[config.mk]
export PLATFORM = sky130hd
export DESIGN_NAME = utf8_sanitize_truncate
export DESIGN_NICKNAME = d
export VERILOG_FILES = /design/src/rtl/u8st_pkg.sv /design/src/rtl/u8st_classify.sv /design/src/rtl/u8st_out_reg.sv /design/src/rtl/utf8_sanitize_truncate.sv
export SDC_FILE = /design/constraint.sdc
export NUM_CORES = 1
export LEC_CHECK = 0
export BUFFER_PORTS_ARGS = -buffer_cell sky130_fd_sc_hd__clkbuf_2
export CORE_AREA = 2 2 113 115
export DETAILED_ROUTE_END_ITERATION = 16
export DIE_AREA = 0 0 115 117
export PLACE_DENSITY = 0.65
export SYNTH_ARGS = -nofsm -noshare
export SYNTH_HDL_FRONTEND = slang
export SYNTH_SLANG_ARGS = --single-unit
[constraint.sdc]
create_clock -name clk_i -period 8.2 [get_ports clk_i]
set_clock_uncertainty 0.1 [all_clocks]
set_input_delay 2.46 -clock clk_i [delete_from_list [all_inputs] [get_ports clk_i]]
set_output_delay 2.46 -clock clk_i [all_outputs]
set_load 0.01 [all_outputs]
[src/rtl/u8st_pkg.sv]
// ----------------------------------------------------------------------------
// u8st_pkg: shared types and constants for the UTF-8 sanitiser
// Byte classes, sequence bounds, the byte limit and the result record.
// ----------------------------------------------------------------------------
package u8st_pkg;

  // Destination size including the terminator; the usable limit is one less.
  localparam int unsigned CAPACITY = 1024;

  localparam int unsigned CNT_W = 10;
  localparam int unsigned CAP_M1 = CAPACITY - 1;
  localparam logic [CNT_W-1:0] LIM_CAP =
      (CAP_M1 > 1023) ? 10'd1023 : CNT_W'(CAP_M1);

  localparam logic [9:0] MAX_BYTES_RST = 10'd640;

  localparam logic [7:0] QMARK      = 8'h3F;
  localparam logic [7:0] CONT_MASK  = 8'hC0;
  localparam logic [7:0] CONT_TAG   = 8'h80;
  localparam logic [7:0] ASCII_TOP  = 8'h80;
  localparam logic [7:0] LEAD2_LO   = 8'hC2;
  localparam logic [7:0] LEAD2_HI   = 8'hDF;
  localparam logic [7:0] LEAD3_E0   = 8'hE0;
  localparam logic [7:0] LEAD3_ED   = 8'hED;
  localparam logic [7:0] LEAD3_HI   = 8'hEF;
  localparam logic [7:0] LEAD4_F0   = 8'hF0;
  localparam logic [7:0] LEAD4_F4   = 8'hF4;
  localparam logic [7:0] TRAIL_LO   = 8'h80;
  localparam logic [7:0] TRAIL_HI   = 8'hBF;
  localparam logic [7:0] E0_TRAIL_LO = 8'hA0;
  localparam logic [7:0] ED_TRAIL_HI = 8'h9F;
  localparam logic [7:0] F0_TRAIL_LO = 8'h90;
  localparam logic [7:0] F4_TRAIL_HI = 8'h8F;

  // Verdict on the bytes at the head of the scan buffer.
  typedef struct packed {
    logic       invalid;   // lead cannot start a valid sequence
    logic       more;      // prefix fine so far, bytes still missing
    logic [2:0] len;       // sequence length once complete
  } cls_t;

  // One result transaction.
  typedef struct packed {
    logic [7:0] data;
    logic       vld;
    logic       last;
    logic       complete;
  } out_item_t;

endpackage

[src/rtl/u8st_classify.sv]
// ----------------------------------------------------------------------------
// u8st_classify: strict UTF-8 sequence checker
// Judges the sequence at the head of up to four buffered bytes.
// ----------------------------------------------------------------------------
module u8st_classify (
  input  logic [3:0][7:0]     buf_i,
  input  logic [2:0]          n_i,
  output u8st_pkg::cls_t      cls_o
);

  logic [7:0] b0, b1, b2, b3;
  logic [7:0] lo, hi;
  logic [2:0] need;
  logic       bad;
  logic       inval;

  always_comb begin
    b0 = buf_i[0];
    b1 = buf_i[1];
    b2 = buf_i[2];
    b3 = buf_i[3];
    need = 3'd1;
    lo = u8st_pkg::TRAIL_LO;
    hi = u8st_pkg::TRAIL_HI;
    bad = 1'b0;
    if (b0 < u8st_pkg::ASCII_TOP) begin
      need = 3'd1;
    end else if (b0 >= u8st_pkg::LEAD2_LO && b0 <= u8st_pkg::LEAD2_HI) begin
      need = 3'd2;
    end else if (b0 == u8st_pkg::LEAD3_E0) begin
      need = 3'd3;
      lo = u8st_pkg::E0_TRAIL_LO;
    end else if (b0 == u8st_pkg::LEAD3_ED) begin
      need = 3'd3;
      hi = u8st_pkg::ED_TRAIL_HI;
    end else if (b0 > u8st_pkg::LEAD3_E0 && b0 <= u8st_pkg::LEAD3_HI) begin
      need = 3'd3;
    end else if (b0 == u8st_pkg::LEAD4_F0) begin
      need = 3'd4;
      lo = u8st_pkg::F0_TRAIL_LO;
    end else if (b0 > u8st_pkg::LEAD4_F0 && b0 < u8st_pkg::LEAD4_F4) begin
      need = 3'd4;
    end else if (b0 == u8st_pkg::LEAD4_F4) begin
      need = 3'd4;
      hi = u8st_pkg::F4_TRAIL_HI;
    end else begin
      bad = 1'b1;
    end

    inval = bad
        || (need > 3'd1 && n_i >= 3'd2 && (b1 < lo || b1 > hi))
        || (need > 3'd2 && n_i >= 3'd3
            && (b2 & u8st_pkg::CONT_MASK) != u8st_pkg::CONT_TAG)
        || (need > 3'd3 && n_i >= 3'd4
            && (b3 & u8st_pkg::CONT_MASK) != u8st_pkg::CONT_TAG);

    cls_o.invalid = inval;
    cls_o.more    = !inval && (n_i < need);
    cls_o.len     = need;
  end

endmodule

[src/rtl/u8st_out_reg.sv]
// ----------------------------------------------------------------------------
// u8st_out_reg: result output register
// Hold one result transaction until the downstream side takes it.
// ----------------------------------------------------------------------------
module u8st_out_reg (
  input  logic                  clk_i,
  input  logic                  rst_ni,
  input  logic                  push_i,
  input  u8st_pkg::out_item_t   item_i,
  output logic                  can_push_o,
  output logic                  m_tvalid_o,
  input  logic                  m_tready_i,
  output u8st_pkg::out_item_t   item_o
);

  logic                vld_q;
  u8st_pkg::out_item_t item_q;

  assign can_push_o = !vld_q || m_tready_i;
  assign m_tvalid_o = vld_q;
  assign item_o     = item_q;

  always_ff @(posedge clk_i or negedge rst_ni) begin
    if (!rst_ni) begin
      vld_q <= 1'b0;
    end else if (push_i) begin
      vld_q <= 1'b1;
    end else if (m_tready_i) begin
      vld_q <= 1'b0;
    end
  end

  always_ff @(posedge clk_i) begin
    if (push_i) begin
      item_q <= item_i;
    end
  end

endmodule

[src/rtl/utf8_sanitize_truncate.sv]
// ----------------------------------------------------------------------------
// utf8_sanitize_truncate: strict UTF-8 sanitiser with an output byte limit
// Pass valid sequences, replace bad leads by '?', stop at the byte limit.
// ----------------------------------------------------------------------------
// Flow: an item is accepted, then scanned: one scan step per '?' or valid
//   sequence and one emit step per byte passed on, then a closing scan and a
//   step that closes the item. Input is held off meanwhile; the single shared
//   checker serves every decision and the output port takes one result per
//   cycle unless the output is stalled.
// Reset: asynchronous, active low; clears sequencer, counters and flags.
module utf8_sanitize_truncate (
  input  logic        clk_i,
  input  logic        rst_ni,
  // input stream
  input  logic        s_tvalid,
  output logic        s_tready,
  input  logic [7:0]  s_tdata,   // [7:0] in_byte
  input  logic        s_tlast,   // in_last
  // result stream
  output logic        m_tvalid,
  input  logic        m_tready,
  output logic [7:0]  m_tdata,   // [7:0] out_byte
  output logic [1:0]  m_tuser,   // [0] out_valid, [1] out_complete
  output logic        m_tlast,   // out_last
  // configuration
  input  logic        psel,
  input  logic        penable,
  input  logic        pwrite,
  input  logic [2:0]  paddr,
  input  logic [31:0] pwdata,
  output logic [31:0] prdata,
  output logic        pready
);

  localparam logic [1:0] ST_IDLE   = 2'd0;
  localparam logic [1:0] ST_SCAN   = 2'd1;
  localparam logic [1:0] ST_EMIT   = 2'd2;
  localparam logic [1:0] ST_FINISH = 2'd3;

  localparam int unsigned CW = u8st_pkg::CNT_W;

  logic [1:0]      state_q, state_d;
  logic [3:0][7:0] buf_q, buf_d;
  logic [2:0]      cnt_q, cnt_d;
  logic [2:0]      rem_q, rem_d;
  logic [CW-1:0]   written_q, written_d;
  logic            stopped_q, stopped_d;
  logic            ended_q, ended_d;
  logic            end_q, end_d;
  logic [7:0]      stg_byte_q, stg_byte_d;
  logic            stg_vld_q, stg_vld_d;
  logic [9:0]      max_bytes_q;

  logic [CW-1:0]   lim;
  logic [CW:0]     sum_len;
  logic            push;
  logic            can_push;
  u8st_pkg::out_item_t push_item;
  u8st_pkg::out_item_t out_item;
  u8st_pkg::cls_t  cls;
  logic            s_acc;
  logic            cfg_wr;

  // --------------------------------------------------------------------------
  // Configuration port: one register, seen at every address with paddr[2] low.
  // --------------------------------------------------------------------------
  assign pready = 1'b1;
  assign cfg_wr = psel && penable && pwrite && pready && !paddr[2];
  assign prdata = paddr[2] ? 32'd0 : {22'd0, max_bytes_q};

  always_ff @(posedge clk_i or negedge rst_ni) begin
    if (!rst_ni) begin
      max_bytes_q <= u8st_pkg::MAX_BYTES_RST;
    end else if (cfg_wr) begin
      max_bytes_q <= pwdata[9:0];
    end
  end

  // Effective limit: the register clipped to what the destination holds.
  assign lim = (max_bytes_q > u8st_pkg::LIM_CAP) ? u8st_pkg::LIM_CAP : max_bytes_q;

  // --------------------------------------------------------------------------
  // Shared sequence checker, applied to the scan buffer once per decision.
  // --------------------------------------------------------------------------
  u8st_classify u_classify (
    .buf_i (buf_q),
    .n_i   (cnt_q),
    .cls_o (cls)
  );

  assign sum_len  = {1'b0, written_q} + {{(CW-2){1'b0}}, cls.len};
  assign s_tready = (state_q == ST_IDLE);
  assign s_acc    = s_tvalid && s_tready;

  // --------------------------------------------------------------------------
  // Sequencer. A byte goes into the scan buffer, then each unstalled cycle
  // decides one head sequence or emits one byte of it. Emitted bytes pass
  // through a one-entry staging slot so a step's final byte can carry last.
  // --------------------------------------------------------------------------
  always_comb begin
    state_d    = state_q;
    buf_d      = buf_q;
    cnt_d      = cnt_q;
    rem_d      = rem_q;
    written_d  = written_q;
    stopped_d  = stopped_q;
    ended_d    = ended_q;
    end_d      = end_q;
    stg_byte_d = stg_byte_q;
    stg_vld_d  = stg_vld_q;
    push       = 1'b0;
    push_item  = '{data: stg_byte_q, vld: 1'b1, last: 1'b0, complete: 1'b0};

    unique case (state_q)
      ST_IDLE: begin
        if (s_acc) begin
          // start a fresh string after an ending item
          if (ended_q) begin
            cnt_d     = 3'd0;
            written_d = '0;
            stopped_d = 1'b0;
            ended_d   = 1'b0;
          end
          if (!stopped_d && s_tdata != 8'd0) begin
            buf_d[cnt_d[1:0]] = s_tdata;
            cnt_d = cnt_d + 3'd1;
          end
          end_d   = (s_tdata == 8'd0) || s_tlast;
          state_d = ST_SCAN;
        end
      end

      ST_SCAN: begin
        if (stopped_q || cnt_q == 3'd0) begin
          state_d = ST_FINISH;
        end else if (cls.more && !end_q) begin
          // keep the partial sequence for the next byte
          state_d = ST_FINISH;
        end else if (cls.invalid || cls.more) begin
          if (written_q >= lim) begin
            stopped_d = 1'b1;
            state_d   = ST_FINISH;
          end else if (can_push) begin
            // replace the bad lead, rescan the bytes behind it
            push       = stg_vld_q;
            stg_byte_d = u8st_pkg::QMARK;
            stg_vld_d  = 1'b1;
            buf_d      = {8'd0, buf_q[3:1]};
            cnt_d      = cnt_q - 3'd1;
            written_d  = written_q + CW'(1);
          end
        end else if (sum_len > {1'b0, lim}) begin
          stopped_d = 1'b1;
          state_d   = ST_FINISH;
        end else begin
          rem_d   = cls.len;
          state_d = ST_EMIT;
        end
      end

      ST_EMIT: begin
        if (can_push) begin
          push       = stg_vld_q;
          stg_byte_d = buf_q[0];
          stg_vld_d  = 1'b1;
          buf_d      = {8'd0, buf_q[3:1]};
          cnt_d      = cnt_q - 3'd1;
          written_d  = written_q + CW'(1);
          rem_d      = rem_q - 3'd1;
          if (rem_q == 3'd1) begin
            state_d = ST_SCAN;
          end
        end
      end

      ST_FINISH: begin
        if (end_q) begin
          // close the string: staged byte or an empty marker carries last
          if (can_push) begin
            push      = 1'b1;
            push_item = '{data:     stg_vld_q ? stg_byte_q : 8'd0,
                          vld:      stg_vld_q,
                          last:     1'b1,
                          complete: !stopped_q};
            stg_vld_d = 1'b0;
            ended_d   = 1'b1;
            if (stopped_q) cnt_d = 3'd0;
            state_d   = ST_IDLE;
          end
        end else if (!stg_vld_q || can_push) begin
          push      = stg_vld_q;
          stg_vld_d = 1'b0;
          if (stopped_q) cnt_d = 3'd0;
          state_d   = ST_IDLE;
        end
      end

      default: begin
        state_d = ST_IDLE;
      end
    endcase
  end

  always_ff @(posedge clk_i or negedge rst_ni) begin
    if (!rst_ni) begin
      state_q   <= ST_IDLE;
      cnt_q     <= 3'd0;
      rem_q     <= 3'd0;
      written_q <= '0;
      stopped_q <= 1'b0;
      ended_q   <= 1'b0;
      end_q     <= 1'b0;
      stg_vld_q <= 1'b0;
    end else begin
      state_q   <= state_d;
      cnt_q     <= cnt_d;
      rem_q     <= rem_d;
      written_q <= written_d;
      stopped_q <= stopped_d;
      ended_q   <= ended_d;
      end_q     <= end_d;
      stg_vld_q <= stg_vld_d;
    end
  end

  always_ff @(posedge clk_i) begin
    buf_q      <= buf_d;
    stg_byte_q <= stg_byte_d;
  end

  // --------------------------------------------------------------------------
  // Output register.
  // --------------------------------------------------------------------------
  u8st_out_reg u_out_reg (
    .clk_i      (clk_i),
    .rst_ni     (rst_ni),
    .push_i     (push),
    .item_i     (push_item),
    .can_push_o (can_push),
    .m_tvalid_o (m_tvalid),
    .m_tready_i (m_tready),
    .item_o     (out_item)
  );

  assign m_tdata = out_item.data;
  assign m_tuser = {out_item.complete, out_item.vld};
  assign m_tlast = out_item.last;

  // --------------------------------------------------------------------------
  // Assertions
  // --------------------------------------------------------------------------
  a_cnt_bound: assert property (@(posedge clk_i) disable iff (!rst_ni)
    cnt_q <= 3'd4)
    else $error("scan buffer count above four");

  a_idle_pending: assert property (@(posedge clk_i) disable iff (!rst_ni)
    (state_q == ST_IDLE) |-> (cnt_q <= 3'd3))
    else $error("more than three bytes pending between items");

  a_push_room: assert property (@(posedge clk_i) disable iff (!rst_ni)
    push |-> can_push)
    else $error("result pushed into a full output register");

  a_stop_empty: assert property (@(posedge clk_i) disable iff (!rst_ni)
    (state_q == ST_IDLE && stopped_q) |-> (cnt_q == 3'd0))
    else $error("bytes held after the limit was hit");

  a_emit_rem: assert property (@(posedge clk_i) disable iff (!rst_ni)
    (state_q == ST_EMIT) |-> (rem_q != 3'd0 && cnt_q >= rem_q))
    else $error("emit count out of step with the scan buffer");

endmodule

## Yosys cells after proc, flatten, opt, wreduce, memory -nomap -nowiden

Cells that the tools add are included.

| cells by class | value |
|---|---|
| equality and inequality tests | 29 |
| muxes and demuxes | 129 |
| reductions and logical operators | 55 |
| add/subtract/negate cells | 5 |
| magnitude comparators | 21 |

Operators with widths:

| cell | number |
|---|---|
| 32-bit 2-to-1 mux | 7 |
| 8-bit 2-to-1 mux | 20 |
| 32-bit case mux with 3 select lines | 1 |
| 10-bit 2-to-1 mux | 9 |
| 3-bit 2-to-1 mux | 27 |
| 1-bit 2-to-1 mux | 39 |
| 7-bit AND reduction | 5 |
| 11-bit 2-to-1 mux | 3 |
| 32-bit bitwise mux | 1 |
| 8-bit == test, second input constant | 4 |
| 10-bit case mux with 3 select lines | 1 |
| 2-bit != test, second input constant | 13 |
| 2-bit 2-to-1 mux | 10 |
| 6-bit AND reduction | 3 |
| 1-bit logical AND | 17 |
| 8-bit demux with 2-bit select | 1 |
| 8-bit > comparator, second input constant | 2 |
| 8-bit less-or-equal comparator, second input constant | 2 |
| 8-bit less-than comparator, second input constant | 2 |
| 8-bit case mux with 2 select lines | 1 |
| 3-bit != test, second input constant | 4 |
| 3-bit case mux with 4 select lines | 1 |
| 10-bit by 3-bit adder with 11-bit output | 1 |
| 11-bit by 10-bit > comparator with 1-bit output | 1 |
| 37 further kinds | 64 |

| storage, ports and cells | value |
|---|---|
| logic and storage cells | 258 |
| input port bits | 51 |
| flip-flop bits (word level) | 84 |

## Longest topological paths before layout

| depth | value |
|---|---|
| word-level depth | 23 |
| mapped depth | 19 |
| gate-level depth less buffers | 18 |

## Hierarchy

Synthesis repeated with hierarchy kept, for this count alone.

| second synthesis, totals | value |
|---|---|
| cells, all modules | 568 |
| area total of the unflattened synthesis | 5,474.0 sq um |

Modules (own cells, without submodules):

| module | times used | cells an instance | seq. area each (sq um) | area an instance (sq um) |
|---|---|---|---|---|
| utf8_sanitize_truncate | 1 | 505 | 2,004.4 | 4,753.3 |
| u8st_out_reg | 1 | 14 | 355.3 | 377.9 |
| u8st_classify | 1 | 49 | 0.0 | 342.8 |

## Worst setup path after synthesis

OpenSTA, ideal clock, no wires.

| path | value |
|---|---|
| kind | input-to-output |
| start point | input port paddr[2] |
| end point | output port prdata[0] |
| arrival time | 2.841 ns |
| stages | 2 |
| path buffers | 1 |
| slack | 2.799 ns |
| required time | 5.640 ns |
| path through | clkbuf_1 -> nor2b_1 |

| on the way | value |
|---|---|
| word-level cells in the longest chain between the ends | 1 |

Ends and longest elaborated chain:

| what | line | text |
|---|---|---|
| start: declaration | utf8_sanitize_truncate.sv:29 | `input logic [2:0] paddr,` |
| 10-bit 2-to-1 mux | utf8_sanitize_truncate.sv:69 | `assign prdata = paddr[2] ? 32'd0 : {22'd0, max_bytes_q};` |
| end: declaration | utf8_sanitize_truncate.sv:31 | `output logic [31:0] prdata,` |

No other way between the ends.

## Worst setup path after layout

Same ends and word-level chain as after synthesis.

==> flow_summary.ini <==
[status]
status = completed

[yosys]
synth_edf_count = 51
async_flop_share_pct = 39.3
synth_top_area_cell = edfxtp_1
synth.distinct_cells = 59
netlist_area_mm2 = 0.00538
yosysSeqAreaShare_pct = 43.8
synthTopCellsByArea = edfxtp_1 28%, dfrtp_1 14%, ha_1 9.8%
synth_top_area_share_pct = 28.5
synth_top_flop_cell = edfxtp_1
ys_seq_elements = 84
ys_warn_count = 0
syn_avg_cell_area_um2 = 10.0
synth_cells = 537

[setup_path]
crit_chain = clkbuf_2, nor2b_1, clkbuf_2
critical_path_buf_inv_count = 2
crit_type = input port to output pin
slowest_stage = clkbuf_2
worst-path-max-fanout = 11
slowest_delay_ns = 0.16
startpoint_type = input port
crit_top_cell = clkbuf_2
cp-end-kind = output pin
crit_arrival_ns = 2.88
required_ns = 5.64
path_delay_family = buffers and inverters

[global_route]
grtUsageTotal_pct = 16.4
first_global_vias = 3836
gr-total-overflow = 0
grt_pass1_wl_um = 17700
antenna_found_initial = 0
grt_max_degree = 64

[pwr]
ir_drop_v = 0.000186
power_density_mw_per_mm2 = 445
power_leakage_nw = 2.51

[cells_and_area]
drive_above_1_share_pct = 14.4
stdcell_area_mm2 = 0.00593
num_antenna_cells = 0
layout_common_cells = 51 x nor2_1, 51 x edfxtp_1, 49 x clkbuf_2
nets = 668
syn_to_final_growth_pct = 10.2
fillers = 1138

[detailed_routing]
routed-via-count = 3958
antenna_left = 0
wl_per_cell_um = 14.5
firstDrtPassIters = 4
drt_iter0_markers = 180
drc = 0
wl_um = 10600
viasPerCell = 5.44

[sta]
fmax_mhz = 184
fin_crit_ns = 5.44
setup_violations = 0
hold_viol = 0
fin_tns_setup_ns = 0
worstMarginPinSlew_ns = 0.888
slew_viol_final = 0
min_period_over_period_pct = 66.3
rsz0062_at_grt = no
max_slew_margin_pct = 40.8

[clocking]
cts_resized = 0
cts.clk_slew.worst_paths_ns = 0.06
cts_tree = built
cts_setup_buffers = 0
cts_buffers = 9
cts_buffer_depth = 2
cts-root-buf = clkbuf_16
cts.sinks = 84
postCtsHoldBufs = 0
htree_levels = 3
clkLatencyLatePin_ns = 0.34

[place]
place_congestion = 0.872
io_buffers = 49
dpl_cell_area_mm2 = 0.00564
dp_hpwl_um = 7810

[die]
die_h_um = 117
rows = 41
die_x_um = 115
core_area_mm2 = 0.0123
die-area_mm2 = 0.0135
start_util_pct = 43.7
boundaryPins = 97

[run]
cap_violations = 0

[worst_hold_path]
hold_path_class = flop to flop
==> cell families after synthesis <==
group           after synthesis  synth area share [%]
xor+xnor                     10                  1.63
simple gates                192                  18.4
mux                          19                  3.77
other cells                   2                 0.140
compound gates              108                  14.8
flops                        84                  43.8
buf+inv                      79                  7.25
fa+ha+maj                    43                  10.1
==> sequential cells by signal, indices dropped and copies added (netlist names) <==
signal and flops:
stg_vld_q 1, stopped_q 1, end_q 1, u_out_reg.item_o 11, state_q 2, rem_q 3
cnt_q 3, max_bytes_q 10, buf_q 32, u_out_reg.m_tvalid_o 1, written_q 10, stg_byte_q 8
ended_q 1
==> cell usage after synthesis (3+ instances only) <==
cell type and n:
a211oi_1 7, or4_1 5, a22o_1 27, dfrtp_1 31
o211ai_1 5, ha_1 42, nand4_1 7, nor2_1 51
nand3_1 20, nor4_1 3, clkbuf_1 16, mux2_2 10
a21o_1 5, nand2b_1 11, buf_4 23, edfxtp_1 51
mux2i_1 9, buf_1 6, a21oi_1 19, inv_1 32
nor3_1 13, nor2b_1 22, xnor2_1 8, o21ai_0 17
a211o_1 4, o21a_1 4, or4b_1 6, nand2_1 41
==> path summary, 6_finish.rpt <==
path	start	endpoint	slack [ns]	cells after the start
setup / recovery	paddr[2]	prdata[0]	2.76	3
hold / removal	max_bytes_q[3]$_DFFE_PN0P_	max_bytes_q[3]$_DFFE_PN0P_	0.41	1
setup reg to reg	buf_q[1]$_DFFE_PP_	state_q[0]$_DFFE_PN0P_	3.56	16
hold reg to reg	max_bytes_q[3]$_DFFE_PN0P_	max_bytes_q[3]$_DFFE_PN0P_	0.41	1
max in group asynchronous	rst_ni	stopped_q$_DFFE_PN0P_	5.31	1
min in group asynchronous	rst_ni	max_bytes_q[6]$_DFFE_PN0P_	2.14	1
==> stage by stage <==
step / utilization, % / instances / power (mW) / setup slack [ns] / hold slack (ns)
6_report: 48.2 / 728 / 2.64 / 2.76 / 0.405
5_1_grt: 48.2 / 728 / 2.87 / 2.69 / 0.413
4_1_cts: 48.2 / 728 / 2.65 / 2.75 / 0.409
3_5_place_dp: 45.8 / 713 / 2.23 / 2.75 / 0.395
3_3_place_gp: 45.8 / 713 / 2.18 / 2.76 / 0.389
2_1_floorplan: - / 558 / 1.93 / 2.80 / 0.379
==> per-layer routing <==
layer | track usage (%) | routed length [um] | up-vias
met4 | 6.35 | 183 | 0
li1 | - | - | 1970
met1 | 21.4 | 4950 | 1864
met5 | 0 | 0 | -
met3 | 2.88 | 461 | 12
met2 | 27.4 | 4970 | 112
==> report_power, final <==
group | total [mW] | switching (mW) | internal [mW]
Sequential | 0.924 | 0.177 | 0.747
Combinational | 1.31 | 0.780 | 0.532
Clock | 0.403 | 0.169 | 0.234
Total | 2.64 | 1.13 | 1.51
==> final cells by class <==
type / count / area, um2 / area share [%]
multi-input cells: 395 / 2710 / 45.7
flip-flops and latches: 84 / 2360 / 39.8
repair buffers: 51 / 260 / 4.39
clock buffers: 9 / 225 / 3.80
well taps: 150 / 188 / 3.16
inverters: 33 / 124 / 2.09
clock inverters: 6 / 65.1 / 1.10
(Power assumes the default switching activity.)
